`config.mk`:
```
export PLATFORM = sky130hd
export DESIGN_NAME = key_matrix_press_and_auto_repeat
export DESIGN_NICKNAME = d
export VERILOG_FILES = /design/src/hdl/kmpar_pkg.sv /design/src/hdl/kmpar_key_cell.sv /design/src/hdl/key_matrix_press_and_auto_repeat.sv
export SDC_FILE = /design/constraint.sdc
export NUM_CORES = 1
export LEC_CHECK = 0
export ABC_AREA = 1
export ABC_CLOCK_PERIOD_IN_PS = 3400
export BUFFER_PORTS_ARGS = -buffer_cell sky130_fd_sc_hd__buf_2
export CAP_MARGIN = 20
export CORE_MARGIN = 2
export CORE_UTILIZATION = 50
export DETAILED_ROUTE_END_ITERATION = 10
export PLACE_DENSITY = 0.69
export SYNTH_ARGS = -nofsm -noshare
export SYNTH_HDL_FRONTEND = slang
export SYNTH_SLANG_ARGS = --single-unit
```
`constraint.sdc`:
```
create_clock -name clk_i -period 3.4 [get_ports clk_i]
set_clock_uncertainty 0.1 [all_clocks]
set_input_delay 0.17 -clock clk_i [delete_from_list [all_inputs] [get_ports clk_i]]
set_output_delay 0.17 -clock clk_i [all_outputs]
set_load 0.005 [all_outputs]
```
`src/hdl/kmpar_pkg.sv`:
```
// Shared types and constants for the key matrix press and auto-repeat block.
// No dependencies.
package kmpar_pkg;

  localparam int unsigned KEY_W       = 6;   // width of key_levels / masks
  localparam int unsigned CNT_W       = 10;  // hold counter and register width
  localparam int unsigned CFG_IDX_W   = 2;
  localparam int unsigned IN_TDATA_W  = 8;
  localparam int unsigned OUT_TDATA_W = 16;

  localparam int unsigned ROWS_DEF = 3;
  localparam int unsigned COLS_DEF = 2;

  localparam logic [CNT_W-1:0] LONG_PRESS_RST   = CNT_W'(500);
  localparam logic [CNT_W-1:0] REPEAT_START_RST = CNT_W'(5);
  localparam logic [CNT_W-1:0] REPEAT_STEP_RST  = CNT_W'(5);

  typedef enum logic [CFG_IDX_W-1:0] {
    REG_LONG_PRESS_TICKS = 2'd0,
    REG_REPEAT_START     = 2'd1,
    REG_REPEAT_STEP      = 2'd2
  } cfg_reg_e;

  typedef struct packed {
    logic [CNT_W-1:0] long_press_ticks;
    logic [CNT_W-1:0] repeat_start;
    logic [CNT_W-1:0] repeat_step;
  } cfg_t;

  typedef struct packed {
    logic [CNT_W-1:0] cnt;
    logic             lng;
  } key_state_t;

endpackage

```
`src/hdl/kmpar_key_cell.sv`:
```
// Next-state rule for one key: hold counter, long-press flag and send pulse.
// Depends on kmpar_pkg.
module kmpar_key_cell (
  input  logic                    held_i,
  input  kmpar_pkg::cfg_t         cfg_i,
  input  kmpar_pkg::key_state_t   cur_i,
  output kmpar_pkg::key_state_t   nxt_o,
  output logic                    send_o
);

  logic [kmpar_pkg::CNT_W-1:0] inc;
  logic [kmpar_pkg::CNT_W:0]   sum;
  logic [kmpar_pkg::CNT_W:0]   sum_wrap;

  assign inc      = cur_i.cnt + kmpar_pkg::CNT_W'(1);
  assign sum      = {1'b0, cur_i.cnt} + {1'b0, cfg_i.repeat_step};
  // one subtraction of the limit only
  assign sum_wrap = (sum >= {1'b0, cfg_i.long_press_ticks}) ?
                    (sum - {1'b0, cfg_i.long_press_ticks}) : sum;

  always_comb begin
    nxt_o  = cur_i;
    send_o = 1'b0;
    priority if (held_i && (cur_i.cnt == '0)) begin
      send_o    = 1'b1;
      nxt_o.cnt = cur_i.lng ? cfg_i.repeat_start : kmpar_pkg::CNT_W'(1);
    end else if (held_i && !cur_i.lng) begin
      if (inc >= cfg_i.long_press_ticks) begin
        nxt_o.cnt = '0;
        nxt_o.lng = 1'b1;
      end else begin
        nxt_o.cnt = inc;
      end
    end else if (held_i) begin
      nxt_o.cnt = sum_wrap[kmpar_pkg::CNT_W-1:0];
    end else begin
      nxt_o = '0;
    end
  end

endmodule

```
`src/hdl/key_matrix_press_and_auto_repeat.sv`:
```
// Key matrix press detector with auto-repeat: input register, per-key cells, result register.
// Each input beat is held in the input register, then its result is held in the result register.
// Throughput: one scan tick per cycle; both stages advance whenever the result can move on.
// Reset (rst_ni low, async): pipeline empty, all hold counters and long flags cleared,
// registers back to long_press_ticks=500, repeat_start=5, repeat_step=5.
// Depends on kmpar_pkg and kmpar_key_cell.
module key_matrix_press_and_auto_repeat #(
  parameter int unsigned ROWS = kmpar_pkg::ROWS_DEF,
  parameter int unsigned COLS = kmpar_pkg::COLS_DEF
) (
  input  logic                                clk_i,
  input  logic                                rst_ni,
  // config write port
  input  logic                                cfg_we_i,
  input  logic [kmpar_pkg::CFG_IDX_W-1:0]     cfg_idx_i,
  input  logic [kmpar_pkg::CNT_W-1:0]         cfg_data_i,
  // input stream
  input  logic                                s_axis_tvalid_i,
  output logic                                s_axis_tready_o,
  input  logic [kmpar_pkg::IN_TDATA_W-1:0]    s_axis_tdata_i,  // [5:0] key_levels, rest zero
  // result stream
  output logic                                m_axis_tvalid_o,
  input  logic                                m_axis_tready_i,
  output logic [kmpar_pkg::OUT_TDATA_W-1:0]   m_axis_tdata_o   // [5:0] send_mask, [11:6] long_mask
);

  localparam int unsigned NKEYS = ROWS * COLS;
  localparam int unsigned KW    = kmpar_pkg::KEY_W;

  kmpar_pkg::cfg_t cfg_q;

  logic          in_vld_q;
  logic [KW-1:0] lvl_q;
  logic          out_vld_q;
  logic [KW-1:0] send_q, long_q;
  logic [KW-1:0] send_d, long_d;
  logic          out_ready, s1_ready, s1_fire;

  kmpar_pkg::key_state_t st_q [NKEYS];
  kmpar_pkg::key_state_t st_d [NKEYS];
  logic [NKEYS-1:0]      send_all;

  // config registers
  always_ff @(posedge clk_i or negedge rst_ni) begin
    if (!rst_ni) begin
      cfg_q.long_press_ticks <= kmpar_pkg::LONG_PRESS_RST;
      cfg_q.repeat_start     <= kmpar_pkg::REPEAT_START_RST;
      cfg_q.repeat_step      <= kmpar_pkg::REPEAT_STEP_RST;
    end else if (cfg_we_i) begin
      unique case (kmpar_pkg::cfg_reg_e'(cfg_idx_i))
        kmpar_pkg::REG_LONG_PRESS_TICKS: cfg_q.long_press_ticks <= cfg_data_i;
        kmpar_pkg::REG_REPEAT_START:     cfg_q.repeat_start     <= cfg_data_i;
        kmpar_pkg::REG_REPEAT_STEP:      cfg_q.repeat_step      <= cfg_data_i;
        default: ;
      endcase
    end
  end

  // handshake: result register frees when taken, input stage moves into it
  assign out_ready       = !out_vld_q || m_axis_tready_i;
  assign s1_ready        = !in_vld_q || out_ready;
  assign s1_fire         = in_vld_q && out_ready;
  assign s_axis_tready_o = s1_ready;

  always_ff @(posedge clk_i or negedge rst_ni) begin
    if (!rst_ni) begin
      in_vld_q  <= 1'b0;
      out_vld_q <= 1'b0;
    end else begin
      if (s1_ready) in_vld_q <= s_axis_tvalid_i;
      if (out_ready) out_vld_q <= in_vld_q;
    end
  end

  always_ff @(posedge clk_i) begin
    if (s1_ready && s_axis_tvalid_i) lvl_q <= s_axis_tdata_i[KW-1:0];
    if (s1_fire) begin
      send_q <= send_d;
      long_q <= long_d;
    end
  end

  // per-key cells; keys past the input width never read as held
  for (genvar k = 0; k < NKEYS; k++) begin : g_key
    logic held;
    if (k < KW) begin : g_in
      assign held = lvl_q[k];
    end else begin : g_none
      assign held = 1'b0;
    end

    kmpar_key_cell u_cell (
      .held_i (held),
      .cfg_i  (cfg_q),
      .cur_i  (st_q[k]),
      .nxt_o  (st_d[k]),
      .send_o (send_all[k])
    );

    always_ff @(posedge clk_i or negedge rst_ni) begin
      if (!rst_ni) begin
        st_q[k] <= '0;
      end else if (s1_fire) begin
        st_q[k] <= st_d[k];
      end
    end
  end

  for (genvar i = 0; i < KW; i++) begin : g_mask
    if (i < NKEYS) begin : g_key_bit
      assign send_d[i] = send_all[i];
      assign long_d[i] = st_d[i].lng;
    end else begin : g_pad
      assign send_d[i] = 1'b0;
      assign long_d[i] = 1'b0;
    end
  end

  assign m_axis_tvalid_o = out_vld_q;
  assign m_axis_tdata_o  = {(kmpar_pkg::OUT_TDATA_W - 2*KW)'(0), long_q, send_q};

endmodule

```
==> results of run 1 <==
layout make-up:
| cell class | count | share of cell area, % |
|---|---|---|
| Multi-Input combinational cell | 1964 | 61.3 |
| Sequential cell | 116 | 14.4 |
| Timing Repair Buffer | 279 | 11.2 |
| Inverter | 435 | 7.82 |
| Tap cell | 402 | 2.41 |
| Clock buffer | 17 | 2.04 |
| Clock inverter | 15 | 0.802 |
cell usage after synthesis (3+ instances only):
cell type,instances
and2_1,6
clkbuf_1,21
dfstp_2,10
o21a_1,8
buf_2,9
nand2_4,4
nand2_2,6
ha_1,192
buf_4,10
fa_1,12
inv_2,25
nand3b_1,33
clkinv_1,12
nand3_2,5
nor2_2,6
nand3_1,213
nand4_1,35
nor3_1,11
xnor2_1,42
nor2_1,195
dfrtp_1,88
nor4_1,6
or2_1,4
o31ai_2,8
o21bai_1,6
inv_1,398
a21oi_4,3
o21ai_1,13
nor3_2,3
o21ai_0,72
nand2_1,857
a21oi_1,125
o211ai_1,6
a21oi_2,25
edfxtp_1,18
xor2_1,46
worst max path at each step:
stage / to / cells past startpoint / startpoint / slack, ns
detailed placement: st_q[12] / 23 / cfg_q[0] / -0.29
CTS: st_q[39] / 24 / cfg_q[0] / -0.02
floorplan: st_q[57] / 23 / cfg_q[0] / 0.15
global route: st_q[10] / 24 / cfg_q[0] / -0.25
finish: st_q[10] / 24 / cfg_q[0] / -0.09
global placement: st_q[28] / 23 / cfg_q[0] / -0.27
per-stage QoR:
step                      setup TNS (ns)  area, um^2  setup slack, ns
after CTS                        -0.0317       19100          -0.0152
after floorplan                        0       15800            0.154
after global placement             -9.98       17700           -0.265
final                             -0.772       20900          -0.0855
after global routing               -8.62       20900           -0.254
after detailed placement          -13.59       17700           -0.293
worst reg2reg max path, stage by stage, from the launching register on:
cell and delay (ns):
dfstp_2 0.59, buf_6 0.14, ha_4 0.13, inv_2 0.04
fa_2 0.41, inv_2 0.08, nand2_2 0.06, nand2_4 0.07
and2_4 0.16, xnor2_4 0.12, inv_2 0.07, ha_4 0.29
nand2_2 0.07, nor2_1 0.11, nand2_1 0.07, nand2_2 0.11
buf_6 0.12, nand2_2 0.05, nand2_1 0.06, nor2_1 0.05
nor2_1 0.15, nand2_1 0.09, nand2_1 0.10, nand2_1 0.07
a21oi_2 0.13
metal layers:
| layer | routed length, um | track usage, % |
|---|---|---|
| met2 | 25700 | 53.1 |
| met4 | 3620 | 17.7 |
| met1 | 23000 | 41.2 |
| met5 | 0 | 0 |
| met3 | 3370 | 3.23 |
kinds of logic after synthesis:
kind of cell             count (synthesis)  synth area share [%]
adder cells (fa/ha/maj)                204                  16.7
XOR/XNOR                                88                  4.88
AND/OR/NAND/NOR                       1391                  37.5
AO/OA/AOI/OAI                          271                  10.2
buffers and inverters                  476                  11.7
other                                    1                0.0237
flip-flops                             116                  19.0
sequential cells by signal, summed over array words and instances, names as in the netlist:
register and count:
lvl_q 6, cfg_q 30, long_q 6, in_vld_q 1, m_axis_tvalid_o 1, st_q 66, send_q 6
repair_timing:
item                       in CTS  in global routing
pin swaps                      28                213
hold endpoints to repair       99                  0
setup endpoints to repair      60                 60
gates resized for setup        97                373
gates cloned                    8                  4
hold buffers                   20                  0
buffers inserted               10                 27
placed cells by master (no fill, tap or decap), drive strengths merged, types with 33 or more instances in the layout:
cell | Yosys | routed
dfrtp | 88 | 88
xnor2 | 42 | 42
a21oi | 153 | 153
nand2 | 867 | 873
nand4 | 36 | 36
xor2 | 46 | 46
ha | 192 | 192
buf | 20 | 259
nand3 | 218 | 218
o21ai | 85 | 85
inv | 423 | 430
nand3b | 33 | 33
nor2 | 203 | 203
==> out/results.txt, run 1 <==
Status: finished with violations
Violated checks: negative setup slack
Top cell by count, worst path: nand2_1
Reg2reg start: cfg_q[0]
GPL Wtd Cong: 0.995
Synth cell types: 46
Reg clk slew, reported paths: 0.06 ns
Die Y: 182 um
Inserted Diodes: 0
Worst-margin pin slew: 1.19 ns
WP data arrival: 3.74 ns
Final min period: 3.49 ns
CP Max Fanout: 4
Cell family contributing the most delay on the critical path: simple AND/OR/NAND/NOR gates
DRC viols: 0
Worst R2R End: st_q[10]
Initial Util: 50.4%
Worst-case hold slack: 0.113 ns
Max H-tree Level: 4
Area contributors post-synth: nand2_1 (20%), ha_1 (15%), dfrtp_1 (14%)
Critical path cell sequence: buf_6 > ha_4 > inv_2 > fa_2 > inv_2 > nand2_2 > nand2_4 > and2_4 > xnor2_4 > inv_2 > ha_4 > nand2_2 > nor2_1 > nand2_1 > nand2_2 > buf_6 > nand2_2 > nand2_1 > nor2_1 > nor2_1 > nand2_1 > nand2_1 > nand2_1 > a21oi_2
Layout net count: 3042
WP data required: 3.66 ns
Initial antenna violation count: 0
Critical Path Max Stage Delay: 0.59 ns
P&R area growth vs syn: 32.4%
Util after Layout: 66.8%
Vias in the first global route: 16500
Post-synthesis sequential area ratio: 19.0%
Via density: 5.46
Mapped Avg Cell Area: 6.20 um^2
Hold Violations, Final: 0
Core ar.: 31300 um^2
Starting DRC count in detailed routing: 1249
Critical path capture point type: flip-flop
Post-route ant nets: 0
Hold WC Path Type: primary input to async pin
Post-route insts no fill: 3228
Netlist Area Pre-Place: 15800 um^2
First-pass GRT wire length: 84200 um
Final wirelength: 55700 um
Number of iterations in the first detailed-routing pass: 5
Ys async rst share: 84.5%
Largest net degree at the start of global routing: 77
Clock root cell: clkbuf_16
Top-area cell type share of the netlist area: 20.4%
Total congestion overflow: 0
CP bufs+invs: 5
Hpwl dp: 39300 um
Post-route worst setup slack: -0.0855 ns
Worst reg2reg setup slack: -0.09 ns
Unrepaired setup endpoints after global routing: yes
Share of layout cells above drive strength 1: 27.2%
Clock buffer depth: 2
Yosys warnings: 0
Inst Count DP: 3125
Register area: 3010 um^2
Port bufs: 36
Fin crit share: 103%
MaxCap Viol Count: 0
Die X: 182 um
Max Freq: 287 MHz
Max-slew headroom: 20.7%
Filler cell count: 2669
Type of the worst setup path: flip-flop to flip-flop
Clock latency on the worst-skew pair: 0.43 ns
I/O pins: 43
Startpoint type of the worst setup path: flip-flop
Vias post-DR: 17600
GRT Util Overall: 32.1%
Worst path slowest cell: dfstp_2
Row cnt: 65
TritonCTS Buffers: 17
Wire length per cell: 17.2 um
Clk sinks: 116
Worst Reg-to-Reg Cells: 24
Multi-input logic area: 12800 um^2
# setup viols final: 23
Synth Flop Type: dfrtp_1
CTS tree: built
Yosys top cell by area: nand2_1
Post-synth EDFFs: 18
Die ar.: 33000 um^2
Cell count after synthesis: 2547
Slew Viols, Final: 0
Register bit total from synthesis: 116
Power of run 1 is left out: the tool's default activity adds up to more than one toggle a clock period on the data nets, which glitch-free logic cannot reach.
==> run 2, diff against run 1 <==
--- a/config.mk
+++ b/config.mk
@@ -6,13 +6,15 @@
 export NUM_CORES = 1
 export LEC_CHECK = 0
 export ABC_AREA = 1
-export ABC_CLOCK_PERIOD_IN_PS = 3400
+export ABC_CLOCK_PERIOD_IN_PS = 2900
 export BUFFER_PORTS_ARGS = -buffer_cell sky130_fd_sc_hd__buf_2
 export CAP_MARGIN = 20
 export CORE_MARGIN = 2
 export CORE_UTILIZATION = 50
+export CTS_BUF_LIST = sky130_fd_sc_hd__clkbuf_8
 export DETAILED_ROUTE_END_ITERATION = 10
 export PLACE_DENSITY = 0.69
+export REMOVE_ABC_BUFFERS = 1
 export SYNTH_ARGS = -nofsm -noshare
 export SYNTH_HDL_FRONTEND = slang
 export SYNTH_SLANG_ARGS = --single-unit
==> constraint.sdc (replaced) <==
create_clock -name clk_i -period 2.9 [get_ports clk_i]
set_clock_uncertainty 0.1 [all_clocks]
set_input_delay 0.145 -clock clk_i [delete_from_list [all_inputs] [get_ports clk_i]]
set_output_delay 0.145 -clock clk_i [all_outputs]
set_load 0.005 [all_outputs]
==> run 2 against run 1 <==
Compared with the run above: the flow still finishes with violations (negative setup slack); flip-flop and latch count unchanged; die area unchanged; fmax down 1.7%; cell count rose by 7.1%; final area is 10% higher; first-iteration DRC count grew 18%; setup slack lost 0.56 ns; critical path type unchanged; highest routed layer unchanged.
==> out/results.txt, run 2 (synthesized netlist as in run 1, its figures left out) <==
Status: finished with violations
Violated checks: negative setup slack
WP data arrival: 3.81 ns
Port bufs: 36
Share of layout cells above drive strength 1: 35.5%
Critical path capture point type: flip-flop
Reg clk slew, reported paths: 0.09 ns
Clock root cell: clkbuf_8
Post-route worst setup slack: -0.647 ns
Die Y: 182 um
DRC viols: 0
WP data required: 3.17 ns
Die ar.: 33000 um^2
GRT Util Overall: 35.7%
Largest net degree at the start of global routing: 51
Die X: 182 um
Vias post-DR: 19100
Largest regs: st_q x66, cfg_q x30
Wire length per cell: 18.0 um
Critical Path Max Stage Delay: 0.56 ns
Clock buffer depth: 2
Inst Count DP: 3322
Final wirelength: 62300 um
Initial Util: 50.4%
Worst path slowest cell: dfstp_2
Slew Viols, Final: 0
Max H-tree Level: 4
Fin crit share: 122%
Initial antenna violation count: 0
Hpwl dp: 43300 um
Startpoint type of the worst setup path: flip-flop
MaxCap Viol Count: 0
Starting DRC count in detailed routing: 1472
Vias in the first global route: 18000
Filler cell count: 2405
GPL Wtd Cong: 0.981
Clk sinks: 116
Layout net count: 3270
Critical path cell sequence: buf_4 > ha_2 > nand2_1 > nand3_1 > xor2_1 > inv_1 > ha_1 > a21oi_1 > o21ai_1 > buf_4 > xnor2_1 > nand2_4 > nand3_2 > nand2_1 > nand2_1 > a21oi_2
CTS tree: built
Hold WC Path Type: primary input to async pin
First-pass GRT wire length: 92700 um
TritonCTS Buffers: 17
Max-slew headroom: 43.6%
Most common cell after layout, fill and taps aside: nand2_1
Hold Violations, Final: 0
Unrepaired setup endpoints after global routing: yes
Most frequent cells in the layout: nand2_1 (706), buf_4 (401), inv_1 (366)
I/O pins: 43
CP Max Fanout: 5
Via density: 5.52
Max Freq: 282 MHz
Util after Layout: 73.6%
Core ar.: 31300 um^2
Type of the worst setup path: flip-flop to flip-flop
Number of iterations in the first detailed-routing pass: 8
Row cnt: 65
Clock latency on the worst-skew pair: 0.48 ns
Inserted Diodes: 0
Worst-margin pin slew: 0.846 ns
Top cell by count, worst path: nand2_1
P&R area growth vs syn: 45.9%
Reg with most FFs: st_q
Final min period: 3.55 ns
Max reg flops: 66
Total congestion overflow: 0
# setup viols final: 60
Post-route ant nets: 0
Post-route insts no fill: 3456
-- run 2: cell count changes in the layout (fill, tap and decap cells not counted), sizes merged --
cell,before,now
clkbuf,17,22
buf,259,486
dlygate4sd3,20,21
clkinv,17,11
clkinvlp,1,3
bufinv,2,4
nand2,873,872
inv,430,428
-- run 2: worst max-delay path: cells and delay by family (launching register included) --
kind | cells | cell delay, ns
DFF | 1 | 0.56
xor gates and xnor gates | 2 | 0.54
AOI/OAI and AO/OA | 3 | 0.52
buffers and inverters | 3 | 0.42
adders and majority gates | 2 | 0.73
and+or+nand+nor | 6 | 0.58
-- run 2: through the flow --
step	setup slack, ns	area [um^2]	setup TNS (ns)	hold WS, ns
floorplan	-0.642	15600	-35.75	-0.251
global placement	-0.811	19200	-39.67	0.151
detailed placement	-0.877	19200	-43.94	0.163
CTS	-0.443	21500	-23.40	0.219
global route	-0.799	23000	-39.66	0.249
finish	-0.647	23000	-29.48	0.242
-- run 2: final timing paths --
path	end	depth (start not counted)	startpoint	slack, ns
max in group asynchronous	cfg_q[24]	3	rst_ni	1.62
min reg2reg	cfg_q[26]	2	cfg_q[26]	0.39
min in group clk_i	lvl_q[4]	2	s_axis_tdata_i[4]	0.27
max reg2reg	st_q[5]	16	cfg_q[2]	-0.65
min	st_q[11]	2	rst_ni	0.24
max	st_q[5]	16	cfg_q[2]	-0.65
-- run 2: final cells by class --
type                       count  area (um^2)  area share (%)
sequential                   116         3010            13.1
clock buffer                  21          289            1.25
clock inverter                11          159           0.690
inverter                     435         1640            7.13
multi-input combinational   1963        13400            58.0
tap                          402          503            2.18
timing repair buffer         508         4080            17.7
-- run 2: what timing repair did --
item / 4_1_cts / 5_1_grt
hold buffers: 21 / 0
gates resized for setup: 294 / 323
setup buffers: 41 / 30
cloned: 11 / 1
pin swaps: 187 / 226
setup endpoints to repair: 60 / 71
endpoints found under the hold margin: 83 / 0
-- run 2: per-layer routing --
metal | share of wire [%] | track usage, % | up-vias
li1 | - | - | 9083
met1 | 40 | 45.2 | 8868
met2 | 47 | 61.5 | 891
met3 | 7.5 | 5.23 | 230
met4 | 5.2 | 13.5 | 0
met5 | 0 | 0 | -
Power of run 2 is left out for the same reason.
==> run 3, diff against run 2 <==
--- a/config.mk
+++ b/config.mk
@@ -11,7 +11,7 @@
 export CAP_MARGIN = 20
 export CORE_MARGIN = 2
 export CORE_UTILIZATION = 50
-export CTS_BUF_LIST = sky130_fd_sc_hd__clkbuf_8
+export CTS_BUF_LIST = sky130_fd_sc_hd__clkbuf_16
 export DETAILED_ROUTE_END_ITERATION = 10
 export PLACE_DENSITY = 0.69
 export REMOVE_ABC_BUFFERS = 1
==> run 3 against run 2 <==
Compared with the run above: the run still ends with negative setup slack left; register-to-register slack better by 0.04 ns; critical path depth up 10; flip-flop and latch count unchanged; first-iteration DRC count up 8.4%; global-route usage about the same; fmax up 1.0%; non-clock buffer count down 9.
==> out/results.txt, run 3 (synthesized netlist as in run 1, its figures left out) <==
Slew Viols, Final: 0
Max Freq: 285 MHz
Largest net degree at the start of global routing: 51
Layout net count: 3262
WP data required: 3.15 ns
Initial Util: 50.4%
Worst-margin pin slew: 0.834 ns
Most common cell after layout, fill and taps aside: nand2_1
Wire length per cell: 18.0 um
Worst reg2reg setup slack: -0.61 ns
Reg2reg start: cfg_q[0]
Port bufs: 36
Final wirelength: 62200 um
# setup viols final: 60
Inserted Diodes: 0
Worst Reg-to-Reg Cells: 26
Initial antenna violation count: 1
Die X: 182 um
Clock buffer depth: 2
Util after Layout: 74.1%
DRC viols: 0
Inst Count DP: 3322
I/O pins: 43
CTS tree: built
Core ar.: 31300 um^2
Hold WC Path Type: primary input to async pin
Via density: 5.51
Status: finished with violations
Hpwl dp: 43300 um
Max H-tree Level: 4
Worst R2R End: st_q[2]
Critical path capture point type: flip-flop
Final min period: 3.51 ns
Filler cell count: 2383
Worst path slowest cell: dfstp_2
Hold Violations, Final: 0
Fin crit share: 121%
Top cell by count, worst path: nand2_2
Post-route insts no fill: 3448
Die ar.: 33000 um^2
Setup crit start: cfg_q[0]
Finished Cell Area: 23200 um^2
Post-route ant nets: 0
Max-slew headroom: 44.4%
MaxCap Viol Count: 0
Clock root cell: clkbuf_16
Reg clk slew, reported paths: 0.06 ns
Vias in the first global route: 18000
Clock latency on the worst-skew pair: 0.43 ns
Vias post-DR: 19000
Clk sinks: 116
Type of the worst setup path: flip-flop to flip-flop
Violated checks: negative setup slack
Post-route worst setup slack: -0.610 ns
Total congestion overflow: 0
P&R area growth vs syn: 47.0%
Starting DRC count in detailed routing: 1595
Reg with most FFs: st_q
Startpoint type of the worst setup path: flip-flop
First-pass GRT wire length: 92800 um
Most frequent cells in the layout: nand2_1 (686), buf_4 (393), inv_1 (361)
Die Y: 182 um
Critical Path Max Stage Delay: 0.57 ns
Largest regs: st_q x66, cfg_q x30
CP Max Fanout: 5
Max reg flops: 66
TritonCTS Buffers: 17
Number of iterations in the first detailed-routing pass: 6
GRT Util Overall: 35.7%
Row cnt: 65
Unrepaired setup endpoints after global routing: yes
Share of layout cells above drive strength 1: 36.0%
GPL Wtd Cong: 0.981
WP data arrival: 3.76 ns
Post-placement cell area: 19200 um^2
[run 3: final cells by class]
class                   instances  area (um^2)  area share (%)
clock buffers                  19          475            2.05
clock inverters                13          114           0.490
inverters                     435         1640            7.07
multi-input cells            1964        13500            58.0
flip-flops and latches        116         3010            13.0
well taps                     402          503            2.17
repair buffers                499         4010            17.3
[run 3: stage by stage]
stage / TNS (ns) / setup slack, ns / hold slack, ns
finish: -28.16 / -0.610 / 0.292
global route: -37.57 / -0.755 / 0.316
CTS: -22.36 / -0.422 / 0.283
detailed placement: -43.94 / -0.877 / 0.163
global placement: -39.67 / -0.811 / 0.151
floorplan: -35.75 / -0.642 / -0.251
[run 3: timing repair]
action / CTS / global route
pin swaps: 162 / 306
hold endpoints to repair: 81 / 0
buffers inserted: 32 / 32
resized for setup: 285 / 358
setup endpoints to repair: 60 / 71
cloned: 12 / 1
hold buffers: 20 / 0
[run 3: per-layer routing]
metal / vias to the layer above / routed length [um] / track usage (%)
met5: - / 12 / 0
met4: 2 / 3370 / 15.3
met3: 246 / 4540 / 4.53
met2: 825 / 29100 / 61.2
met1: 8845 / 25100 / 45.1
li1: 9067 / - / -
[run 3: critical path: cells and delay by family, from the launching register on]
family / cells / cell delay (ns)
flip-flops: 1 / 0.57
buffers and inverters: 6 / 0.54
AO/OA/AOI/OAI: 1 / 0.14
AND/OR/NAND/NOR: 16 / 1.37
adder cells (fa/ha/maj): 3 / 0.69
[run 3: worst max path at each step]
stage,end,slack [ns],cells past startpoint
final,st_q[2],-0.61,26
after global routing,st_q[8],-0.75,26
after CTS,st_q[32],-0.42,23
after detailed placement,st_q[26],-0.88,23
after global placement,st_q[32],-0.81,22
after floorplan,st_q[46],-0.64,21
Power of run 3 is left out for the same reason.
